<file path="config.mk">
export PLATFORM = sky130hd
export DESIGN_NAME = waypoint_follower_with_obstacle_stop_top
export DESIGN_NICKNAME = d
export VERILOG_FILES = /design/src/hdl/wfos_pkg.sv /design/src/hdl/wfos_front.sv /design/src/hdl/wfos_back.sv /design/src/hdl/waypoint_follower_with_obstacle_stop_top.sv
export SDC_FILE = /design/constraint.sdc
export NUM_CORES = 2
export LEC_CHECK = 0
export BUFFER_PORTS_ARGS = -buffer_cell sky130_fd_sc_hd__buf_2
export CORE_UTILIZATION = 60
export DETAILED_ROUTE_END_ITERATION = 7
export PLACE_DENSITY = 0.76
export SYNTH_ARGS = -nofsm -noshare
export SYNTH_HDL_FRONTEND = slang
export SYNTH_SLANG_ARGS = --single-unit
</file>
<file path="constraint.sdc">
create_clock -name clk -period 22.8 [get_ports clk]
set_input_delay 2.28 -clock clk [delete_from_list [all_inputs] [get_ports clk]]
set_output_delay 2.28 -clock clk [all_outputs]
set_load 0.05 [all_outputs]
</file>
<file path="src/hdl/wfos_pkg.sv">
// Shared types, constants and helper functions for the waypoint follower.
// No dependencies; every other file of the block imports this package.
package wfos_pkg;

	localparam int WFOS_MAX_WAYPOINTS = 16;
	localparam int WFOS_CORDIC_STEPS  = 14;

	localparam int CORDIC_W = 40;        // CORDIC x/y datapath width

	localparam logic [15:0] SCAN_SEED    = 16'd10240;
	localparam logic [15:0] ANGLE_TOL    = 16'd1565;
	localparam logic [11:0] TURN_RATE    = 12'd410;
	localparam logic [6:0]  CRUISE_SPEED = 7'd123;
	localparam logic [6:0]  MIN_SPEED    = 7'd37;
	localparam logic [34:0] REACH_SQ     = 35'd65536;
	localparam logic [17:0] PI_Q16       = 18'd205887;
	localparam logic [11:0] RECIP_24     = 12'd2731;   // 65536/24, rounded up

	// input item kinds
	localparam logic [2:0] KIND_TICK  = 3'd0;
	localparam logic [2:0] KIND_ODOM  = 3'd1;
	localparam logic [2:0] KIND_RAY   = 3'd2;
	localparam logic [2:0] KIND_LOAD  = 3'd3;
	localparam logic [2:0] KIND_START = 3'd4;

	// configuration register indexes
	localparam logic [2:0] CFG_STOP  = 3'd0;
	localparam logic [2:0] CFG_SLOW  = 3'd1;
	localparam logic [2:0] CFG_FLOOR = 3'd2;
	localparam logic [2:0] CFG_CEIL  = 3'd3;
	localparam logic [2:0] CFG_RAYS  = 3'd4;

	typedef enum logic [1:0] {
		M_IDLE = 2'd0,
		M_ROT  = 2'd1,
		M_FWD  = 2'd2,
		M_WAIT = 2'd3
	} mode_t;

	typedef enum logic [2:0] {
		OP_NONE,
		OP_TICK,
		OP_ODOM,
		OP_RAY,
		OP_LOAD,
		OP_START
	} op_t;

	typedef enum logic [3:0] {
		S_IDLE,
		S_RD,
		S_DXY,
		S_SQX,
		S_SQY,
		S_CINIT,
		S_CORD,
		S_DIFF,
		S_TURN,
		S_ANG,
		S_DIV
	} bstate_t;

	typedef struct packed {
		logic [2:0]         kind;
		logic signed [15:0] coord_x;
		logic signed [15:0] coord_y;
		logic signed [15:0] heading;
		logic [9:0]         ray_index;
		logic [15:0]        ray_range;
		logic               ray_finite;
		logic               last_ray;
	} req_t;

	typedef struct packed {
		logic [6:0]         fwd_cmd;
		logic signed [11:0] turn_cmd;
		logic [1:0]         mode;
		logic               route_done;
	} res_t;

	typedef struct packed {
		op_t  op;
		req_t item;
	} entry_t;

	typedef struct packed {
		logic   valid;
		entry_t entry;
	} fb_t;

	typedef struct packed {
		logic        en;
		logic [2:0]  index;
		logic [15:0] data;
	} cfg_wr_t;

	function automatic op_t classify(input logic [2:0] kind);
		op_t op;
		unique case (kind)
			KIND_TICK:  op = OP_TICK;
			KIND_ODOM:  op = OP_ODOM;
			KIND_RAY:   op = OP_RAY;
			KIND_LOAD:  op = OP_LOAD;
			KIND_START: op = OP_START;
			default:    op = OP_NONE;
		endcase
		return op;
	endfunction

	// atan(2^-i) as a 32-bit binary angle
	function automatic logic [31:0] atan_entry(input logic [4:0] i);
		logic [31:0] v;
		unique case (i)
			5'd0:  v = 32'd536870912;
			5'd1:  v = 32'd316933406;
			5'd2:  v = 32'd167458907;
			5'd3:  v = 32'd85004756;
			5'd4:  v = 32'd42667331;
			5'd5:  v = 32'd21354465;
			5'd6:  v = 32'd10679838;
			5'd7:  v = 32'd5340245;
			5'd8:  v = 32'd2670163;
			5'd9:  v = 32'd1335086;
			5'd10: v = 32'd667544;
			5'd11: v = 32'd333772;
			5'd12: v = 32'd166886;
			5'd13: v = 32'd83443;
			5'd14: v = 32'd41722;
			5'd15: v = 32'd20861;
			5'd16: v = 32'd10430;
			5'd17: v = 32'd5215;
			5'd18: v = 32'd2608;
			5'd19: v = 32'd1304;
			default: v = 32'd0;
		endcase
		return v;
	endfunction

endpackage

</file>
<file path="src/hdl/wfos_front.sv">
// Front end: accepts items, classifies them by kind and queues them.
// Depends on wfos_pkg.
module wfos_front
	import wfos_pkg::*;
(
	input  logic   clk,
	input  logic   arst_n,
	input  logic   push,
	output logic   full,
	input  req_t   request,
	output fb_t    fb,
	input  logic   take
);

	entry_t     q_q [2];
	logic       wr_ptr_q, rd_ptr_q;
	logic [1:0] cnt_q;
	op_t        op;
	logic       wr, rd;

	assign op   = classify(request.kind);
	assign full = (cnt_q == 2'd2);
	// unknown kinds are accepted and dropped here
	assign wr   = push && !full && (op != OP_NONE);
	assign rd   = take && (cnt_q != 2'd0);

	assign fb.valid = (cnt_q != 2'd0);
	assign fb.entry = q_q[rd_ptr_q];

	always_ff @(posedge clk) begin
		if (wr) begin
			q_q[wr_ptr_q] <= '{op: op, item: request};
		end
	end

	always_ff @(posedge clk or negedge arst_n) begin
		if (!arst_n) begin
			wr_ptr_q <= 1'b0;
			rd_ptr_q <= 1'b0;
			cnt_q    <= 2'd0;
		end else begin
			if (wr) wr_ptr_q <= ~wr_ptr_q;
			if (rd) rd_ptr_q <= ~rd_ptr_q;
			cnt_q <= cnt_q + 2'(wr) - 2'(rd);
		end
	end

endmodule

</file>
<file path="src/hdl/wfos_back.sv">
// Back end: configuration, robot and scan state, waypoint memory, the control
// sequencer with iterative CORDIC and divider, and the result queue.
// Depends on wfos_pkg.
module wfos_back
	import wfos_pkg::*;
#(
	parameter int MAX_WAYPOINTS = WFOS_MAX_WAYPOINTS,
	parameter int CORDIC_STEPS  = WFOS_CORDIC_STEPS
) (
	input  logic    clk,
	input  logic    arst_n,
	input  cfg_wr_t cfg,
	input  fb_t     fb,
	output logic    take,
	output logic    empty,
	input  logic    pop,
	output res_t    result
);

	localparam int CW = $clog2(MAX_WAYPOINTS + 1);
	localparam int AW = (MAX_WAYPOINTS > 1) ? $clog2(MAX_WAYPOINTS) : 1;
	localparam int SW = $clog2(CORDIC_STEPS);

	// configuration
	logic [15:0] stop_q, slow_q, floor_q, ceil_q;
	logic [9:0]  rays_q;

	// control state
	bstate_t        st_q, st_d;
	mode_t          mode_q;
	logic [CW-1:0]  count_q, cursor_q;
	logic signed [15:0] rx_q, ry_q;
	logic [15:0]    yaw_q;
	logic [15:0]    smin_q, od_q;
	logic           blocked_q;

	logic [31:0]    store [MAX_WAYPOINTS];
	logic [31:0]    wp_q;

	// datapath
	logic signed [16:0] dx_q, dy_q;
	logic signed [CORDIC_W-1:0] cx_q, cy_q;
	logic [31:0]    cz_q;
	logic [SW-1:0]  step_q;
	logic           zero_q;
	logic signed [15:0] diff_q;
	logic [34:0]    sq_q;
	logic signed [11:0] ang_q;
	logic [22:0]    rem_q;
	logic [15:0]    den_q;
	logic [6:0]     quo_q;
	logic [2:0]     bit_q;

	// result queue
	res_t       oq_q [2];
	logic       owr_q, ord_q;
	logic [1:0] ocnt_q;
	logic       opush, opop;
	res_t       odata;

	entry_t e;
	assign e = fb.entry;

	// ray cone
	logic [21:0] half_prod;
	logic [9:0]  half, idx;
	logic        in_cone, ray_ok;
	logic [15:0] new_min;
	assign half_prod = 22'(rays_q) * 22'(RECIP_24);
	assign half      = half_prod[21:12] >> 4;
	assign idx       = e.item.ray_index;
	assign in_cone   = (idx <= half) || ((idx >= rays_q - half) && (idx < rays_q));
	assign ray_ok    = e.item.ray_finite && (e.item.ray_range > floor_q) &&
	                   (e.item.ray_range < ceil_q) && in_cone && (e.item.ray_range < smin_q);
	assign new_min   = ray_ok ? e.item.ray_range : smin_q;

	// CORDIC step
	logic signed [CORDIC_W-1:0] xs, ys, cx0, cy0;
	logic [31:0] tab;
	assign xs  = cx_q >>> step_q;
	assign ys  = cy_q >>> step_q;
	assign tab = atan_entry(5'(step_q));
	assign cx0 = {{3{dx_q[16]}}, dx_q, 20'd0};
	assign cy0 = {{3{dy_q[16]}}, dy_q, 20'd0};

	// angle difference
	logic [31:0] zr;
	logic [15:0] tgt;
	logic signed [15:0] diff_c;
	logic        in_tol;
	assign zr     = cz_q + 32'd32768;
	assign tgt    = zero_q ? 16'd0 : zr[31:16];
	assign diff_c = signed'(tgt - yaw_q);
	assign in_tol = (diff_q > -signed'(ANGLE_TOL)) && (diff_q < signed'(ANGLE_TOL));

	// proportional turn rate
	logic [15:0] mag;
	logic [33:0] aprod;
	logic [11:0] amag;
	logic signed [11:0] ang_c;
	assign mag   = diff_q[15] ? 16'(-diff_q) : diff_q;
	assign aprod = 34'(mag) * 34'(PI_Q16) + 34'd2097152;
	assign amag  = aprod[33:22];
	assign ang_c = diff_q[15] ? -signed'(amag) : signed'(amag);

	// squared distance, from 16-bit magnitudes
	logic [15:0] adx, ady;
	logic [34:0] dy2, d2;
	assign adx = 16'(dx_q[16] ? -dx_q : dx_q);
	assign ady = 16'(dy_q[16] ? -dy_q : dy_q);
	assign dy2 = 35'(32'(ady) * 32'(ady));
	assign d2  = sq_q + dy2;

	// slowdown
	logic slow_zone, degen;
	logic [22:0] num;
	logic [22:0] dsh;
	logic        ge;
	logic [6:0]  qn;
	assign slow_zone = od_q < slow_q;
	assign degen     = (slow_q <= stop_q) || (od_q <= stop_q);
	assign num       = 23'(od_q - stop_q) * 23'(CRUISE_SPEED);
	assign dsh       = 23'(den_q) << bit_q;
	assign ge        = rem_q >= dsh;
	assign qn        = quo_q | (ge ? 7'(1) << bit_q : 7'd0);

	logic cur_last;
	assign cur_last = (cursor_q + CW'(1)) >= count_q;

	// sequencer
	always_comb begin
		st_d  = st_q;
		take  = 1'b0;
		opush = 1'b0;
		odata = '0;
		unique case (st_q)
			S_IDLE: begin
				take = fb.valid && (ocnt_q != 2'd2);
				if (take && e.op == OP_TICK) begin
					if (mode_q == M_IDLE) begin
						opush = 1'b1;
						odata.mode = M_IDLE;
					end else if ((mode_q == M_FWD || mode_q == M_WAIT) && blocked_q) begin
						opush = 1'b1;
						odata.mode = M_WAIT;
					end else begin
						st_d = S_RD;
					end
				end
			end
			S_RD:  st_d = S_DXY;
			S_DXY: st_d = (mode_q == M_ROT) ? S_CINIT : S_SQX;
			S_SQX: st_d = S_SQY;
			S_SQY: begin
				if (d2 < REACH_SQ) begin
					opush = 1'b1;
					st_d  = S_IDLE;
					if (cur_last) begin
						odata.mode = M_IDLE;
						odata.route_done = 1'b1;
					end else begin
						odata.mode = M_ROT;
					end
				end else begin
					st_d = S_CINIT;
				end
			end
			S_CINIT: st_d = S_CORD;
			S_CORD:  if (step_q == SW'(CORDIC_STEPS - 1)) st_d = S_DIFF;
			S_DIFF:  st_d = S_TURN;
			S_TURN: begin
				if (mode_q == M_ROT) begin
					opush = 1'b1;
					st_d  = S_IDLE;
					if (in_tol) begin
						odata.mode = M_FWD;
					end else begin
						odata.mode = M_ROT;
						odata.turn_cmd = diff_q[15] ? -signed'(TURN_RATE)
						                            : signed'(TURN_RATE);
					end
				end else begin
					st_d = S_ANG;
				end
			end
			S_ANG: begin
				if (slow_zone && !degen) begin
					st_d = S_DIV;
				end else begin
					opush = 1'b1;
					st_d  = S_IDLE;
					odata.mode = M_FWD;
					odata.turn_cmd = ang_c;
					odata.fwd_cmd = slow_zone ? MIN_SPEED : CRUISE_SPEED;
				end
			end
			S_DIV: begin
				if (bit_q == 3'd0) begin
					opush = 1'b1;
					st_d  = S_IDLE;
					odata.mode = M_FWD;
					odata.turn_cmd = ang_q;
					odata.fwd_cmd = (qn < MIN_SPEED) ? MIN_SPEED : qn;
				end
			end
			default: st_d = S_IDLE;
		endcase
	end

	always_ff @(posedge clk or negedge arst_n) begin
		if (!arst_n) st_q <= S_IDLE;
		else         st_q <= st_d;
	end

	// waypoint memory
	always_ff @(posedge clk) begin
		if (take && e.op == OP_LOAD && mode_q == M_IDLE && count_q < CW'(MAX_WAYPOINTS)) begin
			store[count_q[AW-1:0]] <= {e.item.coord_x, e.item.coord_y};
		end
		if (st_q == S_RD) begin
			wp_q <= (cursor_q < count_q && cursor_q < CW'(MAX_WAYPOINTS))
			        ? store[cursor_q[AW-1:0]] : 32'd0;
		end
	end

	// architectural state
	always_ff @(posedge clk or negedge arst_n) begin
		if (!arst_n) begin
			stop_q    <= 16'd154;
			slow_q    <= 16'd205;
			floor_q   <= 16'd0;
			ceil_q    <= 16'hFFFF;
			rays_q    <= 10'd360;
			mode_q    <= M_IDLE;
			count_q   <= '0;
			cursor_q  <= '0;
			rx_q      <= '0;
			ry_q      <= '0;
			yaw_q     <= '0;
			smin_q    <= SCAN_SEED;
			od_q      <= SCAN_SEED;
			blocked_q <= 1'b0;
		end else begin
			if (cfg.en) begin
				unique case (cfg.index)
					CFG_STOP:  stop_q  <= cfg.data;
					CFG_SLOW:  slow_q  <= cfg.data;
					CFG_FLOOR: floor_q <= cfg.data;
					CFG_CEIL:  ceil_q  <= cfg.data;
					CFG_RAYS:  rays_q  <= cfg.data[9:0];
					default: ;
				endcase
			end
			if (take) begin
				unique case (e.op)
					OP_ODOM: begin
						rx_q  <= e.item.coord_x;
						ry_q  <= e.item.coord_y;
						yaw_q <= e.item.heading;
					end
					OP_RAY: begin
						if (e.item.last_ray) begin
							od_q      <= new_min;
							blocked_q <= new_min < stop_q;
							smin_q    <= SCAN_SEED;
						end else begin
							smin_q <= new_min;
						end
					end
					OP_LOAD: begin
						if (mode_q == M_IDLE && count_q < CW'(MAX_WAYPOINTS))
							count_q <= count_q + CW'(1);
					end
					OP_START: begin
						if (mode_q == M_IDLE && count_q != '0) begin
							cursor_q <= '0;
							mode_q   <= M_ROT;
						end
					end
					OP_TICK: begin
						if (mode_q == M_FWD && blocked_q) mode_q <= M_WAIT;
						else if (mode_q == M_WAIT && !blocked_q) mode_q <= M_FWD;
					end
					default: ;
				endcase
			end
			if (st_q == S_SQY && d2 < REACH_SQ) begin
				cursor_q <= cursor_q + CW'(1);
				if (cur_last) begin
					mode_q  <= M_IDLE;
					count_q <= '0;
				end else begin
					mode_q <= M_ROT;
				end
			end
			if (st_q == S_TURN && mode_q == M_ROT && in_tol) mode_q <= M_FWD;
		end
	end

	// arithmetic registers
	always_ff @(posedge clk) begin
		unique case (st_q)
			S_DXY: begin
				dx_q <= 17'(signed'(wp_q[31:16])) - 17'(rx_q);
				dy_q <= 17'(signed'(wp_q[15:0])) - 17'(ry_q);
			end
			S_SQX: sq_q <= 35'(32'(adx) * 32'(adx));
			S_CINIT: begin
				zero_q <= (dx_q == '0) && (dy_q == '0);
				step_q <= '0;
				if (dx_q[16]) begin
					cx_q <= -cx0;
					cy_q <= -cy0;
					cz_q <= 32'h8000_0000;
				end else begin
					cx_q <= cx0;
					cy_q <= cy0;
					cz_q <= 32'd0;
				end
			end
			S_CORD: begin
				step_q <= step_q + SW'(1);
				if (!cy_q[CORDIC_W-1]) begin
					cx_q <= cx_q + ys;
					cy_q <= cy_q - xs;
					cz_q <= cz_q + tab;
				end else begin
					cx_q <= cx_q - ys;
					cy_q <= cy_q + xs;
					cz_q <= cz_q - tab;
				end
			end
			S_DIFF: diff_q <= diff_c;
			S_ANG: begin
				ang_q <= ang_c;
				rem_q <= num;
				den_q <= slow_q - stop_q;
				quo_q <= '0;
				bit_q <= 3'd6;
			end
			S_DIV: begin
				if (ge) rem_q <= rem_q - dsh;
				quo_q <= qn;
				bit_q <= bit_q - 3'd1;
			end
			default: ;
		endcase
	end

	// result queue
	assign empty  = (ocnt_q == 2'd0);
	assign opop   = pop && !empty;
	assign result = oq_q[ord_q];

	always_ff @(posedge clk) begin
		if (opush) oq_q[owr_q] <= odata;
	end

	always_ff @(posedge clk or negedge arst_n) begin
		if (!arst_n) begin
			owr_q  <= 1'b0;
			ord_q  <= 1'b0;
			ocnt_q <= 2'd0;
		end else begin
			if (opush) owr_q <= ~owr_q;
			if (opop)  ord_q <= ~ord_q;
			ocnt_q <= ocnt_q + 2'(opush) - 2'(opop);
		end
	end

endmodule

</file>
<file path="src/hdl/waypoint_follower_with_obstacle_stop_top.sv">
// Top level of the waypoint follower with obstacle stop.
// Depends on wfos_pkg, wfos_front and wfos_back.
//
// Waypoint-following drive controller. Distances are in 1/1024 m, angles are
// 16-bit binary angles (32768 = pi). Request items load waypoints, start the
// route, update odometry, carry one lidar ray, or tick the control loop; only
// a tick produces a result item. The front end takes items into a two-entry
// queue (kinds 5..7 are accepted and dropped); the back end runs them one at
// a time. Odometry, ray, load and start items are applied as the back end
// takes them. An idle or blocked tick pushes its result when it is taken;
// else the waypoint is read and, outside rotation, checked for arrival; if
// not reached, the iterative CORDIC atan2 runs, one step per cycle, then
// the turn and any slowdown division. Results wait in a two-entry queue,
// and the back end starts a new item only while that queue has room.
// Configuration writes (wr_en, wr_index, wr_data) take effect at the next
// edge and must be made while the block is idle.
module waypoint_follower_with_obstacle_stop_top
	import wfos_pkg::*;
#(
	parameter int MAX_WAYPOINTS = WFOS_MAX_WAYPOINTS,
	parameter int CORDIC_STEPS  = WFOS_CORDIC_STEPS
) (
	input  logic        clk,
	input  logic        arst_n,
	input  logic        push,
	output logic        full,
	input  req_t        request,
	output logic        empty,
	input  logic        pop,
	output res_t        result,
	input  logic        wr_en,
	input  logic [2:0]  wr_index,
	input  logic [15:0] wr_data
);

	fb_t     fb;
	logic    take;
	cfg_wr_t cfg;

	assign cfg = '{en: wr_en, index: wr_index, data: wr_data};

	wfos_front u_front (
		.clk     (clk),
		.arst_n  (arst_n),
		.push    (push),
		.full    (full),
		.request (request),
		.fb      (fb),
		.take    (take)
	);

	wfos_back #(
		.MAX_WAYPOINTS (MAX_WAYPOINTS),
		.CORDIC_STEPS  (CORDIC_STEPS)
	) u_back (
		.clk    (clk),
		.arst_n (arst_n),
		.cfg    (cfg),
		.fb     (fb),
		.take   (take),
		.empty  (empty),
		.pop    (pop),
		.result (result)
	);

endmodule

</file>
# Word level (Yosys, flattened, before mapping)
# Memory sizes are Yosys's and may differ from the RTL's. A register that Yosys moved wholly into a read port is not among the register bits.
# Cells that the tools add are included.
# totals
regBits	439
latchBits	0
ram_bits	720
mem_bits_ro	480
output_inout_bits	24
wordCells	286
n_memories	4
# memory_table
memory	depth	word_bits	read_ports	rd_ports_with_merged_regs	write_ports	line	text
u_back.store	16	32	1	1	1	wfos_back.sv:37	logic [31:0] store [MAX_WAYPOINTS];
(no name shown)	16	30	1	1	0	wfos_pkg.sv:113	unique case (i)
u_front.q_q	2	82	1	0	1	wfos_front.sv:15	entry_t q_q [2];
u_back.oq_q	2	22	1	0	1	wfos_back.sv:55	res_t oq_q [2];
# op_classes
addsub	30
n_mul	5
div	0
order_cmp	19
n_eq_ne	37
shift	4
mux	83
bitwise	5
n_reduce_logical	64
# op_table
cell	count
$mux 40	4
$pmux 40 s2	2
$mux 16	6
$add 40x40->40	2
$neg 37->40	2
$sshr 40x4->40	2
$sub 40x40->40	2
$lt 16x16->1	4
$mul 16x16->32	2
$mux 32	2
$pmux 32 s2	1
$sub 16x16->17	3
$neg 16->16	3
$pmux 23 s2	1
$mux 5	9
$pmux 4 s11	1
$mux 21	2
$mux 12	3
$pmux 12 s3	1
$lt 35x17->1 const B	1
$add 34x22->34 const B	1
$logic_not 17->1	2
$mul 16x18->34 const B	1
$add 32x32->33	1
other kinds (71)	189

# Logic depth before layout (Yosys ltp)
# logic_depth
ltp_word	9
mapped_depth	44

# Modules after synthesis
# A second synthesis with hierarchy kept.
# hier_totals
cells_unflattened	7907
hier_area_um2	90392.9
# modules_own_cells
mod	instances	cells_per_inst	area_per_inst_um2	seq_area_each_um2
wfos_back	1	7626	83877.9	30425.4
wfos_front	1	281	6515.0	5024.8

# Worst setup path before layout
# OpenSTA, ideal clock, no wires.
# synth_timing
path_type	register to register
startpoint	register u_back.dy_q[0]
endpoint	memory u_back.oq_q[1][0] (netlist name) (enable)
setup_time_ns	0.403
arrival_time_ns	9.326
path_slack_ns	13.071
path_stages_with_launch	31
n_path_buf	1
path_cell_list	edfxtp_1 -> buf_1 -> clkinv_1 -> ha_1 -> nand2_1 -> or3_1 -> o31a_1 -> xnor2_1 -> clkinv_1 -> nand2_1 -> inv_1 -> fa_1 -> fa_1 -> inv_1 -> fa_1 -> inv_1 -> fa_1 -> fa_1 -> fa_1 -> ha_1 -> nand4_1 -> a21oi_1 -> o311ai_1 -> a211o_1 -> nand3_1 -> o21ai_1 -> o21ai_0 -> mux2_2 -> nor4_2 -> nor4b_2 -> nor2b_1
# synth_between
elab_chain_len	9
# synth_lines
item	line	text
from (decl)	wfos_back.sv:41	logic signed [16:0] dx_q, dy_q;
from (signal assigned)	wfos_back.sv:305	dy_q <= 17'(signed'(wp_q[15:0])) - 17'(ry_q);
$neg 16->16	wfos_back.sv:110	assign ady = 16'(dy_q[16] ? -dy_q : dy_q);
$mux 16 (*)	wfos_back.sv:110	
$mul 16x16->32 (*)	wfos_back.sv:111	assign dy2 = 35'(32'(ady) * 32'(ady));
$add 32x32->33 (*)	wfos_back.sv:112	assign d2 = sq_q + dy2;
$lt 35x17->1 (*)	wfos_back.sv:155	if (d2 < REACH_SQ) begin
$mux 1 (*)	wfos_back.sv:155	
$pmux 1 s5 (*)	wfos_back.sv:136	unique case (st_q)
$mux 1 (*)	wfos_back.sv:356	if (opush) oq_q[owr_q] <= odata;
$mux 1 (not written as such) (*)	wfos_back.sv:356	
to (decl)	wfos_back.sv:55	
# Mark *: on every way between the ends. The rest lies on a longest branch, timed or not.

# Worst setup path after layout
# layout_timing
startpoint	register u_back.dy_q[0]
endpoint	memory u_back.oq_q[1][5] (netlist name) (enable)
# Same word-level chain as after synthesis.

==> run summary <==
• completed — result of the run
• 17.24% — Slew headroom
• 0 — post-CTS setup buffer count
• 62520 — vias in the first global route
• 126 — Port Buffers
• 0 — maximum capacitance violations
• u_back.smin_q[6]$_DFFE_PN0P_ — hold wc startpoint
• 80 — largest net degree at the start of global routing
• 103 — count of different cell masters after synthesis
• 3 — maximum root-to-sink buffer count
• flip-flop to flip-flop — type of the worst setup path
• 10960 — fillcell total
• 60.69% — starting utilization of the core area
• 0.06 ns — clock-pin slew of the registers on the worst-case setup and hold paths
• 4716 — DRC marker count from the first detailed-route iteration
• 14.76% — asr flop ratio synth
• 1004 x edfxtp_1, 990 x inv_1, 797 x ha_1, 537 x nor2_1, 537 x fa_1 — commonest cells after routing, fill and taps aside
• 0 — final hold violation count
• done — TritonCTS clock tree
• 0.9523 — Placer Congestion
• 345.0 mm — first-pass GRT wire length
• 35280 um^2 — Sequential Area
• 11.48 um^2 — Avg Synthesized Cell Area
• 33.48% — share of Yosys cell area claimed by the top area cell type
• 39.17% — post-synthesis sequential area ratio
• 389.4 um — die extent in x
• 0.09167 ns — post-route clock skew
• 23.18 ns — Req. time, crit path
• edfxtp_1 — top_reg_cell synth
• 90050 um^2 — Netlist Area Pre-Place
• 0 — Yosys warning total
• 1213 — sink count of the clock tree
• 9386 — Final nets
• 151600 um^2 — Die Footprint
• 7845 — synthesized instance count
• 0 — count of nets left with antenna violations after detail routing
• false — RSZ-0062 raised after global routing
• 0 — total of endpoints with negative setup slack in the final report
• 141 — row count
• 127 — IO Pins
• 3 — CTS H-tree depth
• 29.00% — aggregate global-route resource usage
• 21.62 um — average wire per standard cell
• 7.974% — synthesis-to-layout area growth
• 11.79 ns — time the final worst path needs with I/O delays and setup
• 0 — number of pins with negative max-slew slack in the final report
• clkbuf_16 — clock root buffer
• u_back.dy_q[0]$_DFFE_PN_ — beginning of the worst register-to-register path
• edfxtp_1 — area leader, netlist
• 155.4 mm — dpl hpwl
• 9282 — net count after synthesis
• 0 — number of instances resized during post-cts repair
• 0.80 ns — insertion delay to the later sink of the worst-skew pair
• 2 — number of antenna violations at the first check in global routing
• 6 — First-pass DRT Iterations
• 121 — total CTS buffers
• 61310 — total number of vias
• u_back.dy_q[0]$_DFFE_PN_ — Critical Path Start
• 148400 um^2 — core region area
• 22 — CP max FO
• 0 — post-cts hold buffer count
• 1.237 ns — slew at the pin with the worst max-slew slack
• 12.17 ns — endpoint arrival time on the critical path
• edfxtp_1 33%, fa_1 12%, ha_1 11% — ranking of synthesized cells by area
• flip-flop — kind of end point of the critical path
• 6.095 — Avg Vias per Cell
• edfxtp_1 — most common cell after layout, fill and taps aside
• 217.5 mm — final wirelength
• flip-flop to flip-flop — path class of the lowest-slack min-delay path
• 11.93% — fraction of layout cells with a size suffix above 1
• flip-flop — Worst Setup Start Kind
• 50280 um^2 — multi-input logic area
• 389.4 um — die outline height
• 0 — global route overflow
• 1213 — register bit count reported by yosys
• 84.84 MHz — Max Fclk
• 0 ns — Final TNS setup
• 1004 — EDFF count, synth
• 0 — number of design rule violations left after detail routing
• 51.70% — Final period util
[state kept, by name (all words and copies together) (netlist names), 17 cells and up]
signal	flops
u_back.tab	30
u_back.sq_q	30
u_back.cy_q	40
u_back.dx_q	17
u_back.oq_q	44
u_back.cz_q	32
u_back.store	512
u_back.wp_q	32
u_front.q_q	158
u_back.rem_q	23
u_back.cx_q	40
u_back.dy_q	17
[worst paths after layout]
| check | to | slack [ns] | depth (start not counted) |
|---|---|---|---|
| setup / recovery | u_back.oq_q[1][5]$_DFFE_PP_ | 11.01 | 27 |
| hold / removal | u_back.smin_q[6]$_DFFE_PN0P_ | 0.48 | 2 |
| setup reg to reg | u_back.oq_q[1][5]$_DFFE_PP_ | 11.01 | 27 |
| hold reg to reg | u_back.smin_q[6]$_DFFE_PN0P_ | 0.48 | 2 |
| max in group asynchronous | u_back.rx_q[11]$_DFFE_PN0P_ | 19.93 | 2 |
| min in group asynchronous | u_back.floor_q[12]$_DFFE_PN0P_ | 1.52 | 1 |
[logic make-up after synthesis]
group	share of synthesized area [%]
AO/OA/AOI/OAI	9.109
XOR/XNOR	4.338
adder cells (fa/ha/maj)	23.05
buffers and inverters	5.224
flip-flops	39.17
multiplexers	9.993
AND/OR/NAND/NOR	9.124
[cells in the mapped netlist, drive strengths merged (150+ instances only)]
cell type and n:
o21ai 360, clkbuf 170, fa 537, edfxtp 1004, mux2 194, xnor2 296
nor2 554, ha 797, inv 992, xor2 150, a21oi 365, mux4 256
nand2 529
[per-layer routing]
metal  vias to the layer above  share of wire [%]  global-route usage [%]
met1                     30500                 41                   38.87
met5                         -             0.0064                       0
met4                         2                4.0                   11.20
met2                      2243                 48                   48.32
li1                      28090                  -                       -
met3                       479                6.4                   3.671
[cell type report]
type / count / share of cell area [%]
clock buffer: 168 / 3.536
antenna: 2 / 0.005147
multi-input combinational: 5393 / 51.71
inverter: 1006 / 3.886
tap: 2002 / 2.576
timing repair buffer: 214 / 1.337
clock inverter: 61 / 0.6640
sequential: 1213 / 36.29
[metrics by stage]
stage                     cells  hold WS [ns]  area, um^2  worst slack (ns)  utilization [%]
after CTS                 10060        0.4844       97230             11.14            65.53
after global routing      10060        0.4943       97230             10.32            65.53
after global placement     9828        0.4623       93140             11.39            62.78
after floorplan            7845        0.4498       90050             13.07                -
final                     10060        0.4820       97230             11.01            65.53
after detailed placement   9828        0.4707       93140             11.15            62.78
[critical path, cell delays in order (launching register included)]
cell and delay [ns]:
edfxtp_1 0.69, nor3_1 0.28, and2_1 0.22, nand2_1 0.11, or3_1 0.38, or3_1 0.35, nand2_1 0.09, xor2_1 0.73
clkinv_1 0.69, nand2_1 0.30, fa_1 0.47, fa_1 0.54, fa_1 0.56, inv_1 0.06, fa_1 0.50, fa_1 0.54
fa_1 0.50, ha_1 0.39, nand4_1 0.11, a21oi_1 0.21, o311ai_1 0.21, a211oi_1 0.45, nor3_1 0.19, o31ai_1 0.41
o311ai_0 0.28, nor4_4 0.99, nor4b_2 0.21, nor2b_2 0.96
Power is left out: the tool's default activity adds up to more than one toggle a clock period on the data nets, which glitch-free logic cannot reach.
